===== src/go_to_goal_velocity_controller_core_assert.svh =====
// Assertion macros shared by the go-to-goal controller RTL.
// Each macro expands to one labeled concurrent assertion with a reset guard.
`ifndef GO_TO_GOAL_VELOCITY_CONTROLLER_CORE_ASSERT_SVH
`define GO_TO_GOAL_VELOCITY_CONTROLLER_CORE_ASSERT_SVH

// Consequent checked in the same cycle as the antecedent.
`define GGVC_ASSERT_SAME(name, clk, rst_n, ante, cons) \
    name: assert property (@(posedge clk) disable iff (!rst_n) (ante) |-> (cons)) \
        else $error("assertion failed: %m");

// Consequent checked in the cycle after the antecedent.
`define GGVC_ASSERT_NEXT(name, clk, rst_n, ante, cons) \
    name: assert property (@(posedge clk) disable iff (!rst_n) (ante) |=> (cons)) \
        else $error("assertion failed: %m");

`endif


===== src/ggvc_pkg.sv =====
// Shared types, widths, constants and the arctangent table of the go-to-goal controller.
// No dependencies.
package ggvc_pkg;

    localparam int CORDIC_STAGES      = 16;
    localparam int POSITION_FRAC_BITS = 16;

    localparam int POS_W   = 24;
    localparam int HEAD_W  = 16;
    localparam int DIFF_W  = POS_W + 1;
    localparam int XW      = POS_W + 3;
    localparam int ZW      = 28;
    localparam int ATAN_LEN = 24;
    localparam int SHIFT_W = 5;

    localparam int BEAR_SHIFT = 11;
    localparam int BEAR_W     = ZW - BEAR_SHIFT;
    localparam int ERR_W      = 18;

    localparam int DIST_W     = XW - 1;
    localparam int INV_GAIN_W = 16;
    localparam int DGAIN_W    = 16;
    localparam int LIN_RAW_W  = DIST_W + DGAIN_W - POSITION_FRAC_BITS;

    localparam int AGAIN_W    = 12;
    localparam int ALIMIT_W   = 17;
    localparam int LLIMIT_W   = 16;
    localparam int CUTOFF_W   = 15;
    localparam int ANG_SHIFT  = 5;
    localparam int ANG_PROD_W = AGAIN_W + 1 + ERR_W;
    localparam int ANG_RAW_W  = ANG_PROD_W - ANG_SHIFT;

    localparam int FWD_W  = 16;
    localparam int TURN_W = 18;

    localparam int CFG_IDX_W  = 3;
    localparam int CFG_DATA_W = 17;

    localparam logic signed [ZW-1:0]    PI_Q24      = ZW'(52707179);
    localparam logic signed [ZW-1:0]    BEAR_ROUND  = ZW'(1 << (BEAR_SHIFT - 1));
    localparam logic signed [ERR_W-1:0] PI_Q13      = ERR_W'(25736);
    localparam logic signed [ERR_W-1:0] TWO_PI_Q13  = ERR_W'(51472);
    localparam logic [INV_GAIN_W-1:0]   INV_GAIN_Q16 = INV_GAIN_W'(39797);
    localparam logic signed [ANG_PROD_W-1:0] ANG_ROUND = ANG_PROD_W'(1 << (ANG_SHIFT - 1));

    localparam logic [AGAIN_W-1:0]  RST_ANGULAR_GAIN   = AGAIN_W'(512);
    localparam logic [ALIMIT_W-1:0] RST_ANGULAR_LIMIT  = ALIMIT_W'(52429);
    localparam logic [LLIMIT_W-1:0] RST_LINEAR_LIMIT   = LLIMIT_W'(13107);
    localparam logic [DGAIN_W-1:0]  RST_DISTANCE_GAIN  = DGAIN_W'(32768);
    localparam logic [CUTOFF_W-1:0] RST_HEADING_CUTOFF = CUTOFF_W'(6434);

    typedef enum logic [CFG_IDX_W-1:0] {
        CFG_ANGULAR_GAIN   = 3'd0,
        CFG_ANGULAR_LIMIT  = 3'd1,
        CFG_LINEAR_LIMIT   = 3'd2,
        CFG_DISTANCE_GAIN  = 3'd3,
        CFG_HEADING_CUTOFF = 3'd4
    } cfg_index_t;

    typedef struct packed {
        logic [AGAIN_W-1:0]  angular_gain;
        logic [ALIMIT_W-1:0] angular_limit;
        logic [LLIMIT_W-1:0] linear_limit;
        logic [DGAIN_W-1:0]  distance_gain;
        logic [CUTOFF_W-1:0] heading_cutoff;
    } cfg_t;

    // Vector state handed from one rotation cell to the next.
    typedef struct packed {
        logic                     zero;
        logic signed [HEAD_W-1:0] heading;
        logic signed [XW-1:0]     x;
        logic signed [XW-1:0]     y;
        logic signed [ZW-1:0]     z;
    } cordic_t;

    // round(atan(2^-i) * 2^24)
    function automatic logic signed [ZW-1:0] atan_entry(input logic [SHIFT_W-1:0] idx);
        logic signed [ZW-1:0] v;
        unique case (idx)
            5'd0:  v = ZW'(13176795);
            5'd1:  v = ZW'(7778716);
            5'd2:  v = ZW'(4110060);
            5'd3:  v = ZW'(2086331);
            5'd4:  v = ZW'(1047214);
            5'd5:  v = ZW'(524117);
            5'd6:  v = ZW'(262123);
            5'd7:  v = ZW'(131069);
            5'd8:  v = ZW'(65536);
            5'd9:  v = ZW'(32768);
            5'd10: v = ZW'(16384);
            5'd11: v = ZW'(8192);
            5'd12: v = ZW'(4096);
            5'd13: v = ZW'(2048);
            5'd14: v = ZW'(1024);
            5'd15: v = ZW'(512);
            5'd16: v = ZW'(256);
            5'd17: v = ZW'(128);
            5'd18: v = ZW'(64);
            5'd19: v = ZW'(32);
            5'd20: v = ZW'(16);
            5'd21: v = ZW'(8);
            5'd22: v = ZW'(4);
            5'd23: v = ZW'(2);
            default: v = '0;
        endcase
        return v;
    endfunction

endpackage


===== src/ggvc_cordic_cell.sv =====
// One vectoring rotation cell of the CORDIC chain, registered at its output.
// Depends on ggvc_pkg for the vector type and the arctangent table.
module ggvc_cordic_cell (
    input  logic                            clk,
    input  logic                            rst_n,
    input  logic                            en,
    input  logic [ggvc_pkg::SHIFT_W-1:0]    shift,
    input  logic                            in_valid,
    input  ggvc_pkg::cordic_t               in_data,
    output logic                            out_valid,
    output ggvc_pkg::cordic_t               out_data
);

    logic signed [ggvc_pkg::XW-1:0] x_in;
    logic signed [ggvc_pkg::XW-1:0] y_in;
    logic signed [ggvc_pkg::XW-1:0] x_sh;
    logic signed [ggvc_pkg::XW-1:0] y_sh;
    logic signed [ggvc_pkg::ZW-1:0] step_angle;
    logic                           valid_reg;
    ggvc_pkg::cordic_t              data_reg;
    ggvc_pkg::cordic_t              data_next;

    assign x_in       = in_data.x;
    assign y_in       = in_data.y;
    assign x_sh       = x_in >>> shift;
    assign y_sh       = y_in >>> shift;
    assign step_angle = ggvc_pkg::atan_entry(shift);

    // Rotate toward the x axis; a non-negative y turns clockwise.
    always_comb
    begin
        data_next.zero    = in_data.zero;
        data_next.heading = in_data.heading;
        if (!y_in[ggvc_pkg::XW-1])
        begin
            data_next.x = x_in + y_sh;
            data_next.y = y_in - x_sh;
            data_next.z = in_data.z + step_angle;
        end
        else
        begin
            data_next.x = x_in - y_sh;
            data_next.y = y_in + x_sh;
            data_next.z = in_data.z - step_angle;
        end
    end

    always_ff @(posedge clk or negedge rst_n)
    begin
        if (!rst_n)
        begin
            valid_reg <= 1'b0;
        end
        else if (en)
        begin
            valid_reg <= in_valid;
        end
    end

    always_ff @(posedge clk)
    begin
        if (en)
        begin
            data_reg <= data_next;
        end
    end

    assign out_valid = valid_reg;
    assign out_data  = data_reg;

endmodule


===== config.mk =====
export PLATFORM = sky130hd
export DESIGN_NAME = ggvc_cordic_cell
export DESIGN_NICKNAME = d
export VERILOG_FILES = /design/src/go_to_goal_velocity_controller_core_assert.svh /design/src/ggvc_pkg.sv /design/src/ggvc_cordic_cell.sv
export SDC_FILE = /design/constraint.sdc
export NUM_CORES = 1
export LEC_CHECK = 0
export BUFFER_PORTS_ARGS = -buffer_cell sky130_fd_sc_hd__buf_2
export CAP_MARGIN = 10
export CORE_UTILIZATION = 59
export DETAILED_ROUTE_END_ITERATION = 6
export MAX_ROUTING_LAYER = met4
export PLACE_DENSITY = 0.95
export SLEW_MARGIN = 20
export SYNTH_ARGS = -nofsm -noshare
export SYNTH_HDL_FRONTEND = slang
export SYNTH_SLANG_ARGS = --single-unit

===== constraint.sdc =====
create_clock -name clk -period 1.3 [get_ports clk]
set_clock_uncertainty 0.2 [all_clocks]
set_input_delay 0.13 -clock clk [delete_from_list [all_inputs] [get_ports clk]]
set_output_delay 0.13 -clock clk [all_outputs]
set_load 0.05 [all_outputs]

==> results of run 1 <==
## synthesized netlist by cell type, types with 16 or more instances
cell / n
a21o_1: 49
a21oi_1: 124
a31oi_1: 26
and3_1: 16
buf_1: 20
buf_2: 25
clkbuf_1: 20
edfxtp_1: 99
ha_1: 94
inv_1: 48
mux2_2: 27
mux2i_1: 58
mux4_2: 59
nand2_1: 114
nand2b_1: 18
nand3_1: 30
nor2_1: 113
nor3_1: 23
o21ai_0: 59
xnor2_1: 83
xor2_1: 45
## logic make-up after synthesis
logic type	synth area share, %
and+or+nand+nor	14.7
buffers and inverters	4.41
xor gates and xnor gates	8.99
muxes	18.4
DFF	23.6
AOI/OAI and AO/OA	20.2
adders and majority gates	9.72
## metrics by stage
step                      utilization (%)  setup TNS, ps  area, sq um
after floorplan                         -        -213720        13200
after global placement               88.2        -249350        18600
after detailed placement             88.2        -272600        18600
==> flow_summary.json, run 1 <==
{
  "synth_top_area_share_pct": 23.4,
  "synth_top_area_cell": "edfxtp_1",
  "pre_cts_ws_ps": -4160,
  "ys.flop_type": "edfxtp_1",
  "synthArstFlopShare_pct": 1.00,
  "syn_area_per_cell_sq_um": 9.19,
  "gp_congestion": 1.25,
  "syn-num-nets": 1589,
  "synth_seq_cells": 100,
  "toolErrorMsg": "[ERROR DPL-0038] Utilization greater than 100%, impossible to legalize",
  "start_util_pct": 60.3,
  "h-tree-depth": 3,
  "numCtsBuffers": 9,
  "die_h_microns": 149,
  "clock-root-buffer": "clkbuf_16",
  "dp_cells": 2374,
  "die_w_microns": 149,
  "ios": 208,
  "netlist_top_cells_area": "edfxtp_1, mux4_2, ha_1, xnor2_1, a21oi_1",
  "synth_warnings": 0,
  "status": "stopped before the end",
  "dp_hpwl_microns": 47800,
  "cts_resized": 342,
  "synth.distinct_cells": 85,
  "cts_hold_buf": 21,
  "synth_seq_area_share_pct": 23.6,
  "synth_area_sq_um": 12700,
  "synth_edf_count": 99,
  "cts.sinks": 100,
  "cts_setup_buffers": 119,
  "syn_inst": 1384,
  "num_rows": 53,
  "clockBufferDepth": 2,
  "port_buffers": 207,
  "haltStage": "clock tree synthesis (4_1_cts)"
}
==> run 2, diff against run 1 <==
--- a/config.mk
+++ b/config.mk
@@ -7,10 +7,9 @@
 export LEC_CHECK = 0
 export BUFFER_PORTS_ARGS = -buffer_cell sky130_fd_sc_hd__buf_2
 export CAP_MARGIN = 10
-export CORE_UTILIZATION = 59
+export CORE_UTILIZATION = 40
 export DETAILED_ROUTE_END_ITERATION = 6
-export MAX_ROUTING_LAYER = met4
-export PLACE_DENSITY = 0.95
+export PLACE_DENSITY_LB_ADDON = 0.15
 export SLEW_MARGIN = 20
 export SYNTH_ARGS = -nofsm -noshare
 export SYNTH_HDL_FRONTEND = slang
==> run 2 against run 1 <==
The flow now finishes, with violations (DRC, setup timing). Synthesized cell count unchanged. Area after synthesis unchanged.
==> flow_summary.json, run 2 <==
{
  "grt_pass1_wl_microns": 79400,
  "clock-root-buffer": "clkbuf_16",
  "placed_area_sq_um": 18900,
  "mostFrequentLayoutCell": "buf_4",
  "clkPwrFrac_pct": 13.2,
  "violations": "DRC, setup timing",
  "cellLeakagePower_nw": 10.1,
  "worstPathRequired_ps": 1240,
  "routed_via_density": 5.62,
  "hold_class": "in -> reg",
  "slew_viol_final": 0,
  "synth_top_area_cell": "edfxtp_1",
  "synth_edf_count": 99,
  "rsz0062_at_grt": "true",
  "pre_cts_ws_ps": -3940,
  "grt-ovfl-total": 0,
  "syn_area_per_cell_sq_um": 9.19,
  "cts.sinks": 100,
  "final_nets": 2446,
  "largest_reg_flops": 99,
  "final_cell_mix": "buf_4, buf_2, nand2_1",
  "firstDrtPassIters": 7,
  "synth_seq_cells": 100,
  "post_drt_wl_per_cell_microns": 19.8,
  "grtUsageTotal_pct": 31.2,
  "synth_commonest_cells": "a21oi_1, nand2_1, nor2_1",
  "worstSetupPathType": "in -> reg",
  "die_h_microns": 180,
  "num_vias": 14800,
  "start_util_pct": 41.2,
  "critPathCaptureType": "flip-flop",
  "detail-route-antenna-nets": 0,
  "postLayoutCellArea_sq_um": 21800,
  "core-area_sq_um": 30900,
  "synthArstFlopShare_pct": 1.00,
  "crit_top_cell": "buf_4",
  "synth_warnings": 0,
  "period_needed_ps": 4570,
  "clock_latency_ps": 380,
  "vdd_drop_max_v": 0.000793,
  "synth_top_area_share_pct": 23.4,
  "dp_hpwl_microns": 39900,
  "p_per_area_nw_per_um2": 1060,
  "crit_chain": "buf_2 -> buf_4 -> mux4_2 -> mux2i_1 -> buf_4 -> mux4_2 -> ha_4 -> nand3_4 -> nor3_4 -> a21oi_2 -> xor2_1 -> ha_1 -> buf_4 -> a2111o_1 -> a21oi_2 -> o21bai_1 -> a31o_2 -> o21ai_2 -> o211ai_1 -> o211ai_1 -> o21ai_1 -> xnor2_1",
  "ios": 208,
  "yosysMostFrequentCell": "a21oi_1",
  "n_antenna_cell": 0,
  "synth_area_sq_um": 12700,
  "cp-start-kind": "input pin",
  "synth_seq_area_share_pct": 23.6,
  "internal_power_mw": 13.3,
  "clkTransAtPathRegs_ps": 80,
  "relSlewSlack_pct": 62.3,
  "syn_inst": 1384,
  "switching_share_pct": 42.3,
  "dp_cells": 2508,
  "fin_crit_sh_pct": 351,
  "finalSetupViolCount": 86,
  "antenna_found_initial": 0,
  "hold_viol": 0,
  "num_rows": 64,
  "maxCapViolations": 0,
  "synth.distinct_cells": 85,
  "cts_hold_buf": 22,
  "combPwrFrac_pct": 65.9,
  "worst_pin_slew_ps": 566,
  "syn-num-nets": 1589,
  "slowest_delay_ps": 510,
  "die_w_microns": 180,
  "netlist_top_cells_area": "edfxtp_1, mux4_2, ha_1, xnor2_1, a21oi_1",
  "die-area_sq_um": 32500,
  "fin_cells": 2642,
  "drt_wl_total_microns": 52400,
  "h-tree-depth": 3,
  "slowest_stage": "mux4_2",
  "drive_gt1_share_pct": 55.1,
  "drtIter0Drc": 1078,
  "p_seq_share_pct": 20.8,
  "status": "finished, violations left",
  "port_buffers": 207,
  "max_freq_mhz": 219,
  "fin_ws_ps": -3270,
  "ys.flop_type": "edfxtp_1",
  "grt_pass1_vias": 14900,
  "gp_congestion": 0.999,
  "grt_max_degree": 46,
  "drc": 5,
  "cts_tree": "done",
  "power.total_mw": 23.1,
  "numCtsBuffers": 9,
  "crit_arrival_ps": 4510,
  "fillerInstances": 2408,
  "path_max_fanout": 3,
  "switchingPower_mw": 9.79,
  "clockBufferDepth": 2,
  "syn2layout_area_growth_pct": 71.4
}
run 2: metal layers:
| layer | share of wire (%) | routed length, microns | track usage [%] |
|---|---|---|---|
| met1 | 41 | 21400 | 38.7 |
| met2 | 49 | 25700 | 54.3 |
| met4 | 3.6 | 1910 | 12.2 |
| met3 | 6.3 | 3300 | 5.03 |
| met5 | 0 | 0 | 0 |
run 2: power groups by stage:
stage / Clock, mW / Combinational [mW] / Sequential [mW]
after floorplan: 0 / 5.44 / 7.35
after global placement: 0 / 12.9 / 4.78
after detailed placement: 0 / 13.0 / 4.78
after CTS: 3.13 / 14.4 / 4.79
after global routing: 3.26 / 16.1 / 4.89
final: 3.06 / 15.3 / 4.82
run 2: worst paths after layout:
path	start	end	slack, ps	cells after the start
worst max-delay path	in_data[74]	out_data[54]	-3270	22
worst min-delay path	in_data[28]	out_data[28]	7	3
worst max register to register	out_valid	out_valid	320	1
worst min register to register	out_valid	out_valid	360	1
max in group asynchronous	rst_n	out_valid	410	3
min in group asynchronous	rst_n	out_valid	380	3
run 2: stage by stage:
stage,hold WS (ps),setup TNS (ps),utilization [%]
2_1_floorplan,-366,-213720,-
3_3_place_gp,-296,-257960,61.0
3_5_place_dp,-294,-261050,61.0
4_1_cts,2.05,-205000,67.9
5_1_grt,-0.219,-219880,70.5
6_report,7.12,-207200,70.5
run 2: kinds of logic after synthesis:
kind of cell             Yosys count  synth area share [%]
AO/OA/AOI/OAI                    396                  20.2
AND/OR/NAND/NOR                  388                  14.7
multiplexers                     149                  18.4
XOR/XNOR                         129                  8.99
buffers and inverters            125                  4.41
flip-flops                       100                  23.6
adder cells (fa/ha/maj)           97                  9.72
run 2: layout make-up:
class | instances | area (sq um) | area share (%)
clock buffers | 10 | 229 | 1.05
clock inverters | 6 | 93.8 | 0.430
inverters | 50 | 210 | 0.964
multi-input cells | 1159 | 10400 | 47.8
flip-flops and latches | 100 | 3000 | 13.7
well taps | 396 | 495 | 2.27
repair buffers | 921 | 7360 | 33.8
run 2: what timing repair did:
action                                  CTS  global route
buffers inserted                         62            30
hold endpoints to repair                 23             1
pin swaps                               101            89
endpoints found under the setup margin  149           182
gates cloned                              6             1
gates resized for setup                 235           157
run 2: critical path: cells and delay by family:
kind	cells	cell delay (ps)
AO/OA/AOI/OAI	9	1610
multiplexers	3	1000
buffers and inverters	4	640
adder cells (fa/ha/maj)	2	490
XOR/XNOR	2	320
AND/OR/NAND/NOR	2	290
No activity file was read; power rests on OpenSTA's default activity.
==> run 3, diff against run 2 <==
--- a/config.mk
+++ b/config.mk
@@ -9,7 +9,7 @@
 export CAP_MARGIN = 10
 export CORE_UTILIZATION = 40
 export DETAILED_ROUTE_END_ITERATION = 6
-export PLACE_DENSITY_LB_ADDON = 0.15
+export PLACE_DENSITY_LB_ADDON = 0.12
 export SLEW_MARGIN = 20
 export SYNTH_ARGS = -nofsm -noshare
 export SYNTH_HDL_FRONTEND = slang
==> run 3 against run 2 <==
The flow finishes with violations (DRC, hold timing, setup timing). Hold slack got worse by 11 ps. Clock power decreased by 8.5%. Sequential power increased by 1%. Largest power group unchanged. First-iteration DRC count decreased by 7.6%.
==> flow_summary.json, run 3 (synthesis results as in run 2) <==
{
  "cp-start-kind": "input pin",
  "slowest_stage": "mux4_2",
  "num_rows": 64,
  "violations": "DRC, hold timing, setup timing",
  "grt_pass1_vias": 15300,
  "clock-root-buffer": "clkbuf_16",
  "drt_wl_total_microns": 54700,
  "die-area_sq_um": 32500,
  "worstSetupPathType": "in -> reg",
  "clockBufferDepth": 2,
  "slowest_delay_ps": 520,
  "postLayoutCellArea_sq_um": 22900,
  "critPathBufInv": 7,
  "die_w_microns": 180,
  "grt-ovfl-total": 0,
  "worstPathRequired_ps": 1240,
  "power.total_mw": 24.2,
  "crit_top_cell": "buf_6",
  "status": "finished, violations left",
  "drtIter0Drc": 996,
  "crit_arrival_ps": 4430,
  "mostFrequentLayoutCell": "buf_4",
  "p_per_area_nw_per_um2": 1060,
  "ios": 208,
  "post_drt_wl_per_cell_microns": 20.6,
  "grtUsageTotal_pct": 32.4,
  "grt_max_degree": 30,
  "placed_area_sq_um": 18800,
  "port_buffers": 207,
  "critPathTopFamily": "compound AO/OA/AOI/OAI gates",
  "syn2layout_area_growth_pct": 79.9,
  "hold_class": "in -> reg",
  "groute.layer.met3.usage_pct": 6.59,
  "worst_pin_slew_ps": 578,
  "met2_usage_pct": 56.3,
  "largest_reg_flops": 99,
  "period_needed_ps": 4490,
  "maxCapViolations": 0,
  "n_antenna_cell": 0,
  "routed_via_density": 5.66,
  "rsz0062_at_grt": "true",
  "fin_ws_ps": -3190,
  "dp_hpwl_microns": 39600,
  "gp_congestion": 0.994,
  "hold_viol": 3,
  "finalSetupViolCount": 87,
  "path_max_fanout": 6,
  "detail-route-antenna-nets": 0,
  "gr-usage-met1_pct": 38.8,
  "grt_pass1_wl_microns": 82200,
  "core-area_sq_um": 30900,
  "relSlewSlack_pct": 61.3,
  "cellLeakagePower_nw": 10.4,
  "cts.sinks": 100,
  "max_freq_mhz": 223,
  "die_h_microns": 180,
  "numCtsBuffers": 9,
  "antenna_found_initial": 0,
  "clock_latency_ps": 380,
  "fin_crit_sh_pct": 346,
  "drive_gt1_share_pct": 59.0,
  "cts_hold_buf": 22,
  "start_util_pct": 41.2,
  "num_vias": 15000,
  "final_nets": 2464,
  "slew_viol_final": 0,
  "grt_busiest_layer": "met2",
  "clkTransAtPathRegs_ps": 80,
  "critPathCaptureType": "flip-flop",
  "whs_ps": -4.31,
  "drc": 1,
  "h-tree-depth": 3,
  "firstDrtPassIters": 7,
  "final_cell_mix": "buf_4, buf_6, edfxtp_1",
  "vdd_drop_max_v": 0.000644,
  "cts_tree": "done"
}
-- run 3: cell types whose count changed in the layout (fill, tap and decap cells not counted), moves of 11 or more --
cell     previous run  this run
a21oi_1            72        59
buf_2             140        97
buf_6              83       150
nor2_1             92        81
xnor2_1            81        70
xnor2_2             2        13
-- run 3: area by class of cell --
cell class / instances / area, sq um
Inverter: 50 / 220
Timing Repair Buffer: 939 / 7880
Fill cell: 2230 / 8020
Sequential cell: 100 / 3000
Clock inverter: 7 / 66.3
Clock buffer: 9 / 225
Tap cell: 396 / 495
Multi-Input combinational cell: 1159 / 11000
-- run 3: worst paths after layout --
check,from,end,slack [ps],cells past startpoint
worst max register to register,out_valid,out_valid,330,1
worst max-delay path,shift[0],out_data[81],-3190,26
min in group asynchronous,rst_n,out_valid,370,3
max in group asynchronous,rst_n,out_valid,430,3
worst min-delay path,en,out_data[71],-4,2
worst min register to register,out_valid,out_valid,350,1
-- run 3: stage by stage --
stage	utilization [%]	setup slack [ps]	instances	TNS [ps]
after CTS	70.5	-3090	2620	-192270
after global routing	74.1	-3370	2660	-212200
after global placement	60.8	-4140	2504	-262960
after floorplan	-	-3490	1384	-213720
after detailed placement	60.8	-4190	2504	-264900
final	74.1	-3190	2660	-200230
-- run 3: timing repair --
action	in CTS	in global routing
pin swaps	180	140
cloned	6	0
resized for setup	453	197
setup endpoints to repair	170	167
buffers inserted	90	58
endpoints found under the hold margin	26	10
-- run 3: power breakdown --
group	switching (mW)	total, mW	internal [mW]
clock	1.45	2.80	1.35
combinational	8.64	16.6	7.93
sequential	0.304	4.88	4.58
-- run 3: per-layer routing --
| layer | vias up | wire length, microns | part of all wire (%) |
|---|---|---|---|
| li1 | 7012 | - | - |
| met1 | 7255 | 21600 | 40 |
| met2 | 632 | 27100 | 50 |
| met3 | 146 | 3790 | 6.9 |
| met4 | 0 | 2140 | 3.9 |
| met5 | - | 0 | 0 |
