**src/go_to_goal_velocity_controller_core_assert.svh**
```systemverilog
// Assertion macros shared by the go-to-goal controller RTL.
// Each macro expands to one labeled concurrent assertion with a reset guard.
`ifndef GO_TO_GOAL_VELOCITY_CONTROLLER_CORE_ASSERT_SVH
`define GO_TO_GOAL_VELOCITY_CONTROLLER_CORE_ASSERT_SVH

// Consequent checked in the same cycle as the antecedent.
`define GGVC_ASSERT_SAME(name, clk, rst_n, ante, cons) \
    name: assert property (@(posedge clk) disable iff (!rst_n) (ante) |-> (cons)) \
        else $error("assertion failed: %m");

// Consequent checked in the cycle after the antecedent.
`define GGVC_ASSERT_NEXT(name, clk, rst_n, ante, cons) \
    name: assert property (@(posedge clk) disable iff (!rst_n) (ante) |=> (cons)) \
        else $error("assertion failed: %m");

`endif

```
**src/ggvc_pkg.sv**
```systemverilog
// Shared types, widths, constants and the arctangent table of the go-to-goal controller.
// No dependencies.
package ggvc_pkg;

    localparam int CORDIC_STAGES      = 16;
    localparam int POSITION_FRAC_BITS = 16;

    localparam int POS_W   = 24;
    localparam int HEAD_W  = 16;
    localparam int DIFF_W  = POS_W + 1;
    localparam int XW      = POS_W + 3;
    localparam int ZW      = 28;
    localparam int ATAN_LEN = 24;
    localparam int SHIFT_W = 5;

    localparam int BEAR_SHIFT = 11;
    localparam int BEAR_W     = ZW - BEAR_SHIFT;
    localparam int ERR_W      = 18;

    localparam int DIST_W     = XW - 1;
    localparam int INV_GAIN_W = 16;
    localparam int DGAIN_W    = 16;
    localparam int LIN_RAW_W  = DIST_W + DGAIN_W - POSITION_FRAC_BITS;

    localparam int AGAIN_W    = 12;
    localparam int ALIMIT_W   = 17;
    localparam int LLIMIT_W   = 16;
    localparam int CUTOFF_W   = 15;
    localparam int ANG_SHIFT  = 5;
    localparam int ANG_PROD_W = AGAIN_W + 1 + ERR_W;
    localparam int ANG_RAW_W  = ANG_PROD_W - ANG_SHIFT;

    localparam int FWD_W  = 16;
    localparam int TURN_W = 18;

    localparam int CFG_IDX_W  = 3;
    localparam int CFG_DATA_W = 17;

    localparam logic signed [ZW-1:0]    PI_Q24      = ZW'(52707179);
    localparam logic signed [ZW-1:0]    BEAR_ROUND  = ZW'(1 << (BEAR_SHIFT - 1));
    localparam logic signed [ERR_W-1:0] PI_Q13      = ERR_W'(25736);
    localparam logic signed [ERR_W-1:0] TWO_PI_Q13  = ERR_W'(51472);
    localparam logic [INV_GAIN_W-1:0]   INV_GAIN_Q16 = INV_GAIN_W'(39797);
    localparam logic signed [ANG_PROD_W-1:0] ANG_ROUND = ANG_PROD_W'(1 << (ANG_SHIFT - 1));

    localparam logic [AGAIN_W-1:0]  RST_ANGULAR_GAIN   = AGAIN_W'(512);
    localparam logic [ALIMIT_W-1:0] RST_ANGULAR_LIMIT  = ALIMIT_W'(52429);
    localparam logic [LLIMIT_W-1:0] RST_LINEAR_LIMIT   = LLIMIT_W'(13107);
    localparam logic [DGAIN_W-1:0]  RST_DISTANCE_GAIN  = DGAIN_W'(32768);
    localparam logic [CUTOFF_W-1:0] RST_HEADING_CUTOFF = CUTOFF_W'(6434);

    typedef enum logic [CFG_IDX_W-1:0] {
        CFG_ANGULAR_GAIN   = 3'd0,
        CFG_ANGULAR_LIMIT  = 3'd1,
        CFG_LINEAR_LIMIT   = 3'd2,
        CFG_DISTANCE_GAIN  = 3'd3,
        CFG_HEADING_CUTOFF = 3'd4
    } cfg_index_t;

    typedef struct packed {
        logic [AGAIN_W-1:0]  angular_gain;
        logic [ALIMIT_W-1:0] angular_limit;
        logic [LLIMIT_W-1:0] linear_limit;
        logic [DGAIN_W-1:0]  distance_gain;
        logic [CUTOFF_W-1:0] heading_cutoff;
    } cfg_t;

    // Vector state handed from one rotation cell to the next.
    typedef struct packed {
        logic                     zero;
        logic signed [HEAD_W-1:0] heading;
        logic signed [XW-1:0]     x;
        logic signed [XW-1:0]     y;
        logic signed [ZW-1:0]     z;
    } cordic_t;

    // round(atan(2^-i) * 2^24)
    function automatic logic signed [ZW-1:0] atan_entry(input logic [SHIFT_W-1:0] idx);
        logic signed [ZW-1:0] v;
        unique case (idx)
            5'd0:  v = ZW'(13176795);
            5'd1:  v = ZW'(7778716);
            5'd2:  v = ZW'(4110060);
            5'd3:  v = ZW'(2086331);
            5'd4:  v = ZW'(1047214);
            5'd5:  v = ZW'(524117);
            5'd6:  v = ZW'(262123);
            5'd7:  v = ZW'(131069);
            5'd8:  v = ZW'(65536);
            5'd9:  v = ZW'(32768);
            5'd10: v = ZW'(16384);
            5'd11: v = ZW'(8192);
            5'd12: v = ZW'(4096);
            5'd13: v = ZW'(2048);
            5'd14: v = ZW'(1024);
            5'd15: v = ZW'(512);
            5'd16: v = ZW'(256);
            5'd17: v = ZW'(128);
            5'd18: v = ZW'(64);
            5'd19: v = ZW'(32);
            5'd20: v = ZW'(16);
            5'd21: v = ZW'(8);
            5'd22: v = ZW'(4);
            5'd23: v = ZW'(2);
            default: v = '0;
        endcase
        return v;
    endfunction

endpackage

```
**src/ggvc_post.sv**
```systemverilog
// Back end: bearing error wrap, gain products, clamping and the output register.
// Depends on ggvc_pkg and the assertion macro header.
`include "go_to_goal_velocity_controller_core_assert.svh"

module ggvc_post (
    input  logic                                clk,
    input  logic                                rst_n,
    input  logic                                en,
    input  logic                                in_valid,
    input  ggvc_pkg::cordic_t                   in_data,
    input  ggvc_pkg::cfg_t                      cfg,
    output logic                                out_valid,
    output logic [ggvc_pkg::FWD_W-1:0]          forward_speed,
    output logic signed [ggvc_pkg::TURN_W-1:0]  turn_speed
);

    function automatic logic signed [ggvc_pkg::ERR_W-1:0] wrap_step(
        input logic signed [ggvc_pkg::ERR_W-1:0] e
    );
        logic signed [ggvc_pkg::ERR_W-1:0] r;
        if (e > ggvc_pkg::PI_Q13)
        begin
            r = e - ggvc_pkg::TWO_PI_Q13;
        end
        else if (e < -ggvc_pkg::PI_Q13)
        begin
            r = e + ggvc_pkg::TWO_PI_Q13;
        end
        else
        begin
            r = e;
        end
        return r;
    endfunction

    // Stage A: bearing, wrapped error and distance.
    logic signed [ggvc_pkg::ZW-1:0]                      z_round;
    logic signed [ggvc_pkg::BEAR_W-1:0]                  bearing;
    logic signed [ggvc_pkg::ERR_W-1:0]                   err_raw;
    logic signed [ggvc_pkg::ERR_W-1:0]                   err_next;
    logic [ggvc_pkg::DIST_W+ggvc_pkg::INV_GAIN_W-1:0]    dist_prod;
    logic [ggvc_pkg::DIST_W-1:0]                         dist_next;
    logic                                                a_valid_reg;
    logic signed [ggvc_pkg::ERR_W-1:0]                   a_err_reg;
    logic [ggvc_pkg::DIST_W-1:0]                         a_dist_reg;

    assign z_round  = in_data.z + ggvc_pkg::BEAR_ROUND;
    assign bearing  = in_data.zero ? '0 : ggvc_pkg::BEAR_W'(z_round >>> ggvc_pkg::BEAR_SHIFT);
    assign err_raw  = ggvc_pkg::ERR_W'(bearing) - ggvc_pkg::ERR_W'(in_data.heading);
    assign err_next = wrap_step(wrap_step(err_raw));
    assign dist_prod = in_data.x[ggvc_pkg::DIST_W-1:0] * ggvc_pkg::INV_GAIN_Q16;
    assign dist_next = in_data.zero ? '0 :
        dist_prod[ggvc_pkg::DIST_W+ggvc_pkg::INV_GAIN_W-1:ggvc_pkg::INV_GAIN_W];

    // Stage B: angular product, distance product and the cutoff test.
    logic signed [ggvc_pkg::ANG_PROD_W-1:0]              gain_ext;
    logic signed [ggvc_pkg::ANG_PROD_W-1:0]              err_ext;
    logic signed [ggvc_pkg::ANG_PROD_W-1:0]              ang_prod;
    logic signed [ggvc_pkg::ANG_PROD_W-1:0]              ang_rounded;
    logic [ggvc_pkg::DIST_W+ggvc_pkg::DGAIN_W-1:0]       lin_prod;
    logic [ggvc_pkg::ERR_W-1:0]                          err_mag;
    logic                                                b_valid_reg;
    logic signed [ggvc_pkg::ANG_RAW_W-1:0]               b_ang_reg;
    logic [ggvc_pkg::LIN_RAW_W-1:0]                      b_lin_reg;
    logic                                                b_far_reg;

    assign gain_ext    = ggvc_pkg::ANG_PROD_W'(signed'({1'b0, cfg.angular_gain}));
    assign err_ext     = ggvc_pkg::ANG_PROD_W'(a_err_reg);
    assign ang_prod    = gain_ext * err_ext;
    assign ang_rounded = ang_prod + ggvc_pkg::ANG_ROUND;
    assign lin_prod    = a_dist_reg * cfg.distance_gain;
    assign err_mag     = a_err_reg[ggvc_pkg::ERR_W-1] ? ggvc_pkg::ERR_W'(-a_err_reg)
                                                      : ggvc_pkg::ERR_W'(a_err_reg);

    // Stage C: saturation and the output register.
    logic signed [ggvc_pkg::ANG_RAW_W-1:0]               lim_pos;
    logic signed [ggvc_pkg::ANG_RAW_W-1:0]               ang_clamped;
    logic [ggvc_pkg::FWD_W-1:0]                          fwd_next;
    logic                                                out_valid_reg;
    logic [ggvc_pkg::FWD_W-1:0]                          fwd_reg;
    logic signed [ggvc_pkg::TURN_W-1:0]                  turn_reg;

    assign lim_pos = ggvc_pkg::ANG_RAW_W'(signed'({1'b0, cfg.angular_limit}));

    always_comb
    begin
        priority if (b_ang_reg > lim_pos)
        begin
            ang_clamped = lim_pos;
        end
        else if (b_ang_reg < -lim_pos)
        begin
            ang_clamped = -lim_pos;
        end
        else
        begin
            ang_clamped = b_ang_reg;
        end
    end

    always_comb
    begin
        priority if (b_far_reg)
        begin
            fwd_next = '0;
        end
        else if (b_lin_reg > ggvc_pkg::LIN_RAW_W'(cfg.linear_limit))
        begin
            fwd_next = cfg.linear_limit;
        end
        else
        begin
            fwd_next = b_lin_reg[ggvc_pkg::FWD_W-1:0];
        end
    end

    always_ff @(posedge clk or negedge rst_n)
    begin
        if (!rst_n)
        begin
            a_valid_reg   <= 1'b0;
            b_valid_reg   <= 1'b0;
            out_valid_reg <= 1'b0;
        end
        else if (en)
        begin
            a_valid_reg   <= in_valid;
            b_valid_reg   <= a_valid_reg;
            out_valid_reg <= b_valid_reg;
        end
    end

    always_ff @(posedge clk)
    begin
        if (en)
        begin
            a_err_reg  <= err_next;
            a_dist_reg <= dist_next;
            b_ang_reg  <= ang_rounded[ggvc_pkg::ANG_PROD_W-1:ggvc_pkg::ANG_SHIFT];
            b_lin_reg  <= lin_prod[ggvc_pkg::DIST_W+ggvc_pkg::DGAIN_W-1:
                                   ggvc_pkg::POSITION_FRAC_BITS];
            b_far_reg  <= err_mag > ggvc_pkg::ERR_W'(cfg.heading_cutoff);
            fwd_reg    <= fwd_next;
            turn_reg   <= ggvc_pkg::TURN_W'(ang_clamped);
        end
    end

    assign out_valid     = out_valid_reg;
    assign forward_speed = fwd_reg;
    assign turn_speed    = turn_reg;

    `GGVC_ASSERT_NEXT(a_far_gives_stop, clk, rst_n, en && b_valid_reg && b_far_reg, fwd_reg == '0)
    `GGVC_ASSERT_NEXT(a_fwd_within_limit, clk, rst_n, en && b_valid_reg, fwd_reg <= $past(cfg.linear_limit))
    `GGVC_ASSERT_NEXT(a_turn_within_limit, clk, rst_n, en && b_valid_reg, (turn_reg <= $signed({1'b0, $past(cfg.angular_limit)})) && (turn_reg >= -$signed({1'b0, $past(cfg.angular_limit)})))

endmodule

```
**config.mk**
```make
export PLATFORM = sky130hd
export DESIGN_NAME = ggvc_post
export DESIGN_NICKNAME = d
export VERILOG_FILES = /design/src/ggvc_pkg.sv /design/src/ggvc_post.sv
export VERILOG_INCLUDE_DIRS = /design/src /design/src/src
export SDC_FILE = /design/constraint.sdc
export NUM_CORES = 2
export LEC_CHECK = 0
export BUFFER_PORTS_ARGS = -buffer_cell sky130_fd_sc_hd__buf_4
export CAP_MARGIN = 20
export CORE_MARGIN = 3
export CORE_UTILIZATION = 50
export DETAILED_ROUTE_END_ITERATION = 8
export PLACE_DENSITY = 0.7
export SLEW_MARGIN = 10
export SYNTH_ARGS = -nofsm -noshare
export SYNTH_HDL_FRONTEND = slang
export SYNTH_SLANG_ARGS = --single-unit
```
**constraint.sdc**
```tcl
create_clock -name clk -period 6.56 [get_ports clk]
set_clock_uncertainty 0.1 [all_clocks]
set_input_delay 0 -clock clk [delete_from_list [all_inputs] [get_ports clk]]
set_output_delay 0 -clock clk [all_outputs]
set_load 0.005 [all_outputs]
```
Yosys cells after proc, flatten, opt, wreduce, memory -nomap -nowiden
Index checks and enable logic that the tools add are counted.
{"block": "classes", "n_mux": 9, "n_mul": 3, "n_addsub": 9, "n_lt_le_gt_ge": 8}
{"operator": "18-bit 2-to-1 mux", "count": 6}
{"operator": "26-bit by 16-bit multiplier with 42-bit output", "count": 1}
{"operator": "26-bit by 16-bit multiplier with 42-bit output, second input constant", "count": 1}
{"operator": "18-bit by 17-bit adder with 18-bit output, second input constant", "count": 2}
{"operator": "18-bit by 16-bit greater-than comparator with 1-bit output, second input constant", "count": 2}
{"operator": "18-bit by 16-bit less-than comparator with 1-bit output, second input constant", "count": 2}
{"operator": "18-bit by 17-bit subtractor with 18-bit output, second input constant", "count": 2}
{"operator": "17-bit 2-to-1 mux", "count": 2}
{"operator": "31-bit by 6-bit adder with 31-bit output, second input constant", "count": 1}
{"operator": "13-bit by 18-bit multiplier with 31-bit output", "count": 1}
{"operator": "28-bit by 12-bit adder with 28-bit output, second input constant", "count": 1}
{"operator": "26-bit by 16-bit greater-than comparator with 1-bit output", "count": 1}
{"operator": "26-bit by 18-bit greater-than comparator with 1-bit output", "count": 1}
{"operator": "26-bit less-than comparator", "count": 1}
{"operator": "17-bit negation with 26-bit output", "count": 1}
{"operator": "18-bit by 15-bit greater-than comparator with 1-bit output", "count": 1}
{"operator": "18-bit negation", "count": 1}
{"operator": "17-bit by 16-bit subtractor with 18-bit output", "count": 1}
{"operator": "16-bit 2-to-1 mux", "count": 1}
{"block": "word_totals", "reg_bits": 134, "output_inout_bits": 35, "input_bits": 179, "elab_cells": 40}

Depth between registers and ports, before layout
{"block": "depth", "ltp_word": 9, "ltp_mapped": 29, "ltp_nobuf": 28}

Least setup slack after synthesis
OpenSTA, ideal clock, no wires.
{"block": "synth_timing", "path_kind": "register to register", "start": "register a_dist_reg[8] (netlist bit)", "end": "register b_lin_reg[24] (netlist bit), data pin", "path_buffers": 1, "t_arrival_ns": 6.454, "setup_time_ns": 0.258, "t_required_ns": 6.202, "path_slack_ns": -0.252, "stages_incl_launch_ff": 29, "period_less_slack_ns": 6.812, "path_cell_list": "edfxtp_1 -> clkbuf_1 -> nand2_1 -> fa_1 -> inv_1 -> fa_1 -> inv_1 -> fa_1 -> inv_1 -> fa_1 -> inv_1 -> fa_1 -> inv_1 -> fa_1 -> ha_1 -> a211oi_1 -> o211ai_1 -> a21oi_1 -> a21oi_1 -> o211ai_1 -> a31oi_1 -> nor3_1 -> o21ai_0 -> a21oi_1 -> o31ai_1 -> nand4_1 -> nand3b_1 -> a21oi_1 -> xnor2_1"}
{"block": "synth_between", "elab_chain_len": 1}
{"item": "start: declaration", "line": "ggvc_post.sv:45", "source": "logic [ggvc_pkg::DIST_W-1:0] a_dist_reg;"}
{"item": "start signal: assignment", "line": "ggvc_post.sv:138", "source": "a_dist_reg <= dist_next;"}
{"item": "26-bit by 16-bit multiplier with 42-bit output", "line": "ggvc_post.sv:71", "source": "assign lin_prod = a_dist_reg * cfg.distance_gain;"}
{"item": "via lin_prod, one bit", "line": "ggvc_post.sv:60", "source": "logic [ggvc_pkg::DIST_W+ggvc_pkg::DGAIN_W-1:0] lin_prod;"}
{"item": "end signal: assignment", "line": "ggvc_post.sv:140", "source": "b_lin_reg <= lin_prod[ggvc_pkg::DIST_W+ggvc_pkg::DGAIN_W-1:"}
{"item": "end: declaration", "line": "ggvc_post.sv:64", "source": "logic [ggvc_pkg::LIN_RAW_W-1:0] b_lin_reg;"}
The timed path passes the listed nets, and every way through them passes these cells.
A chain may end at the register's enable or synchronous reset.

Worst setup path after layout
{"block": "layout_timing", "start": "register a_dist_reg[9] (netlist bit)", "end": "register b_lin_reg[15] (netlist bit), data pin"}
The elaborated chain is that of the path after synthesis.

==> impl_results.md <==
- Area growth, synth to finish: 12.5%
- Vias in the first global route: 29,300
- Synth top area share: 37.7%
- PnR worst setup slack: -0.249 ns
- Max Used Layer: met4
- Met1 WL: 40.2 mm
- Initial Utilization: 50.7%
- EDFF count, synth: 131
- GRT overflow: 0
- Routed len/inst: 16.5 µm
- Synth warn: 0
- Critical Path RT: 6.68 ns
- Die W: 281 µm
- GRT Util Overall: 23.0%
- Total CTS buffers: 17
- Post-Syn Area: 37,900 µm²
- Fin nets: 5,669
- Design Area, Final: 42,700 µm²
- Slew Limit Fails: 0
- Die Span Y: 281 µm
- Largest net degree at the start of global routing: 75
- Initial DRC Count: 1,475
- First-pass GRT wire length: 147 mm
- Placed cell areas: 41,100 µm²
- Number of port buffers: 175
- Synth area leader: fa_1
- H-tree levels: 4
- # fillers: 6,472
- Sequential fraction of the synthesis area: 10.6%
- Largest delay share family, worst path: adder cells
- Layout cells sized above 1: 11.6%
- TritonCTS clock tree: done
- Routability cong.: 0.878
- Critical Path Source Type: flop
- CP Max Fanout: 3
- Clk Latency, worst-skew pair: 0.49 ns
- Initial antenna violation count: 3
- Max incr delay on CP: 0.56 ns
- DR vias: 27,700
- R2R Setup Slk: -0.25 ns
- HP Class: input port to flop
- Finished Layout Cells: 5,296
- Max-slew headroom: 51.0%
- RSZ-0062 raised after global routing: true
- Total Routed Length: 87.2 mm
- Routed met2 length: 39.7 mm
- CP dominant cell by count: fa_1
- Buf/Inv on CP: 5
- Final Setup Violations: 8
- Worst setup EP type: flop
- Critical path type: flop to flop
- Sink Count: 134
- Max Clock Freq: 147 MHz
- Detail Placement HPWL: 74.3 mm
- Post-synth cell types: 95
- Status: finished with violations
- Synth area leaders: fa_1 (38%), ha_1 (15%), edfxtp_1 (10%)
- Period minus WS final: 6.81 ns
- Worst endpoint data arrival time: 6.93 ns
- Drt pass-1 iters: 8
- Async SR Flop Fraction: 2.24%
- CTS Buffer Depth: 2
- Period utilisation layout: 104%
- Mapped Nets: 5,384
- Crit path max-delay cell type: fa_1
- Placed cell count: 5,196
- # Max-Cap Violations: 0
- Num rows: 100
- I/O pin cnt: 214
- Syn Inst Count: 4,028
- Core area: 74,800 µm²
- Die Outline Area: 79,200 µm²
- DRC viols: 0
- Met3 routed WL: 5.92 mm
- Post-DRT Antenna Nets: 0
- #FFs+latches synth: 134
- Via-to-Cell Ratio: 5.23
- Violated checks: setup timing
- Final hold vios: 0
- Top_reg_cell synth: edfxtp_1
- Worst Tran Pin Value: 0.735 ns
- Worst-path clk slew: 0.07 ns
- Clock Tree Root: clkbuf_16
- Avg Cell Area, Syn: 9.41 µm²
==> per-layer routing <==
layer  up-vias  track usage (%)
met3        95             4.91
met1     13600             32.3
met4         0             5.18
met2       722             37.0
met5         -                0
li1      13200                -
==> repair_timing <==
item                                    in CTS  in global routing
hold buffers                                38                  0
pin swaps                                   38                 21
resized for setup                           26                 52
endpoints found under the hold margin      111                  0
endpoints found under the setup margin      11                 17
buffers inserted                            15                 17
==> synthesized netlist by cell type, drive strengths merged, types with 22 or more instances <==
cell type  count
ha           463
nand3         41
fa           714
clkbuf       125
nand2        454
inv          898
xnor2         94
nand4         29
nor2b         23
a21oi         94
and2         259
and3          24
a21o          29
nor2         135
o21ai         72
nor3          50
a211oi        22
mux2i         22
o21a          37
edfxtp       131
xor2          41
==> placed cells by master (no fill, tap or decap), types with 10 or more instances in the layout <==
cell type      synthesis  routed
o211ai_1              17      17
mux2i_1               22      22
a21o_1                28      28
inv_1                898     894
fa_1                 714     711
mux2_2                15      15
clkbuf_16              0      17
dlygate4sd3_1          0      38
or3_1                 21      21
nand2_1              454     449
nand4_1               29      29
a22o_1                11      11
and2_1               259     258
buf_6                  4      17
nor2_1               133     128
o21a_1                37      37
nor4_1                10      10
nand3_1               40      39
a21oi_2                1      13
ha_1                 463     456
o31ai_1               15      14
nand2b_1              21      21
a21oi_1               93      79
a211oi_1              19      17
and3_1                24      24
xnor2_1               92      90
xor2_1                39      39
buf_4                  1     341
or2_2                 12      12
nor3_1                49      49
edfxtp_1             131     131
o21ai_0               68      62
nor2b_1               23      22
==> tightest hold or removal path, cell delays in order <==
cell	delay, ns
buf_4	0.15
buf_4	0.24
nor2_1	0.13
==> through the flow <==
stage	setup TNS [ns]	hold slack, ns	worst slack [ns]	utilization [%]
3_3_place_gp	-0.887	-0.310	-0.191	55.0
3_5_place_dp	-1.74	-0.310	-0.270	55.0
5_1_grt	-4.06	0.0734	-0.542	57.0
6_report	-0.823	0.0584	-0.249	57.0
4_1_cts	-0.238	0.0168	-0.0871	56.6
2_1_floorplan	-0.0105	-0.396	-0.0105	-
==> layout make-up <==
class	count	area, µm²	area share (%)
flip-flops and latches	134	4010	9.40
clock buffers	20	437	1.02
inverters	898	3370	7.90
clock inverters	12	178	0.417
well taps	969	1210	2.84
diodes	1	2.50	0.00587
multi-input cells	2863	30300	71.0
repair buffers	399	3180	7.46
==> cell families (layout without fill, tap and decap cells) <==
group / after synthesis / in the layout / synth area share, %
other: 0 / 1 / 0
adders and majority gates: 1177 / 1177 / 53.0
muxes: 38 / 38 / 1.06
xor gates and xnor gates: 135 / 135 / 3.23
DFF: 134 / 134 / 10.6
buffers and inverters: 1031 / 1329 / 10.3
and+or+nand+nor: 1106 / 1106 / 14.2
AOI/OAI and AO/OA: 407 / 407 / 7.61
==> path summary, 6_finish.rpt <==
kind                                             startpoint                      endpoint  depth (start not counted)
worst max-delay path            a_dist_reg[9]$_SDFFCE_PP0P_       b_lin_reg[15]$_DFFE_PP_                         27
worst min-delay path                            in_data[98]  a_dist_reg[17]$_SDFFCE_PP0P_                          3
min in group asynchronous                             rst_n         out_valid$_DFFE_PN0P_                          3
worst max register to register  a_dist_reg[9]$_SDFFCE_PP0P_       b_lin_reg[15]$_DFFE_PP_                         27
worst min register to register      a_valid_reg$_DFFE_PN0P_       a_valid_reg$_DFFE_PN0P_                          1
max in group asynchronous                             rst_n       b_valid_reg$_DFFE_PN0P_                          3
Power is not shown: default switching activity piles up to over one toggle a cycle in this logic, so the estimate is an artifact.
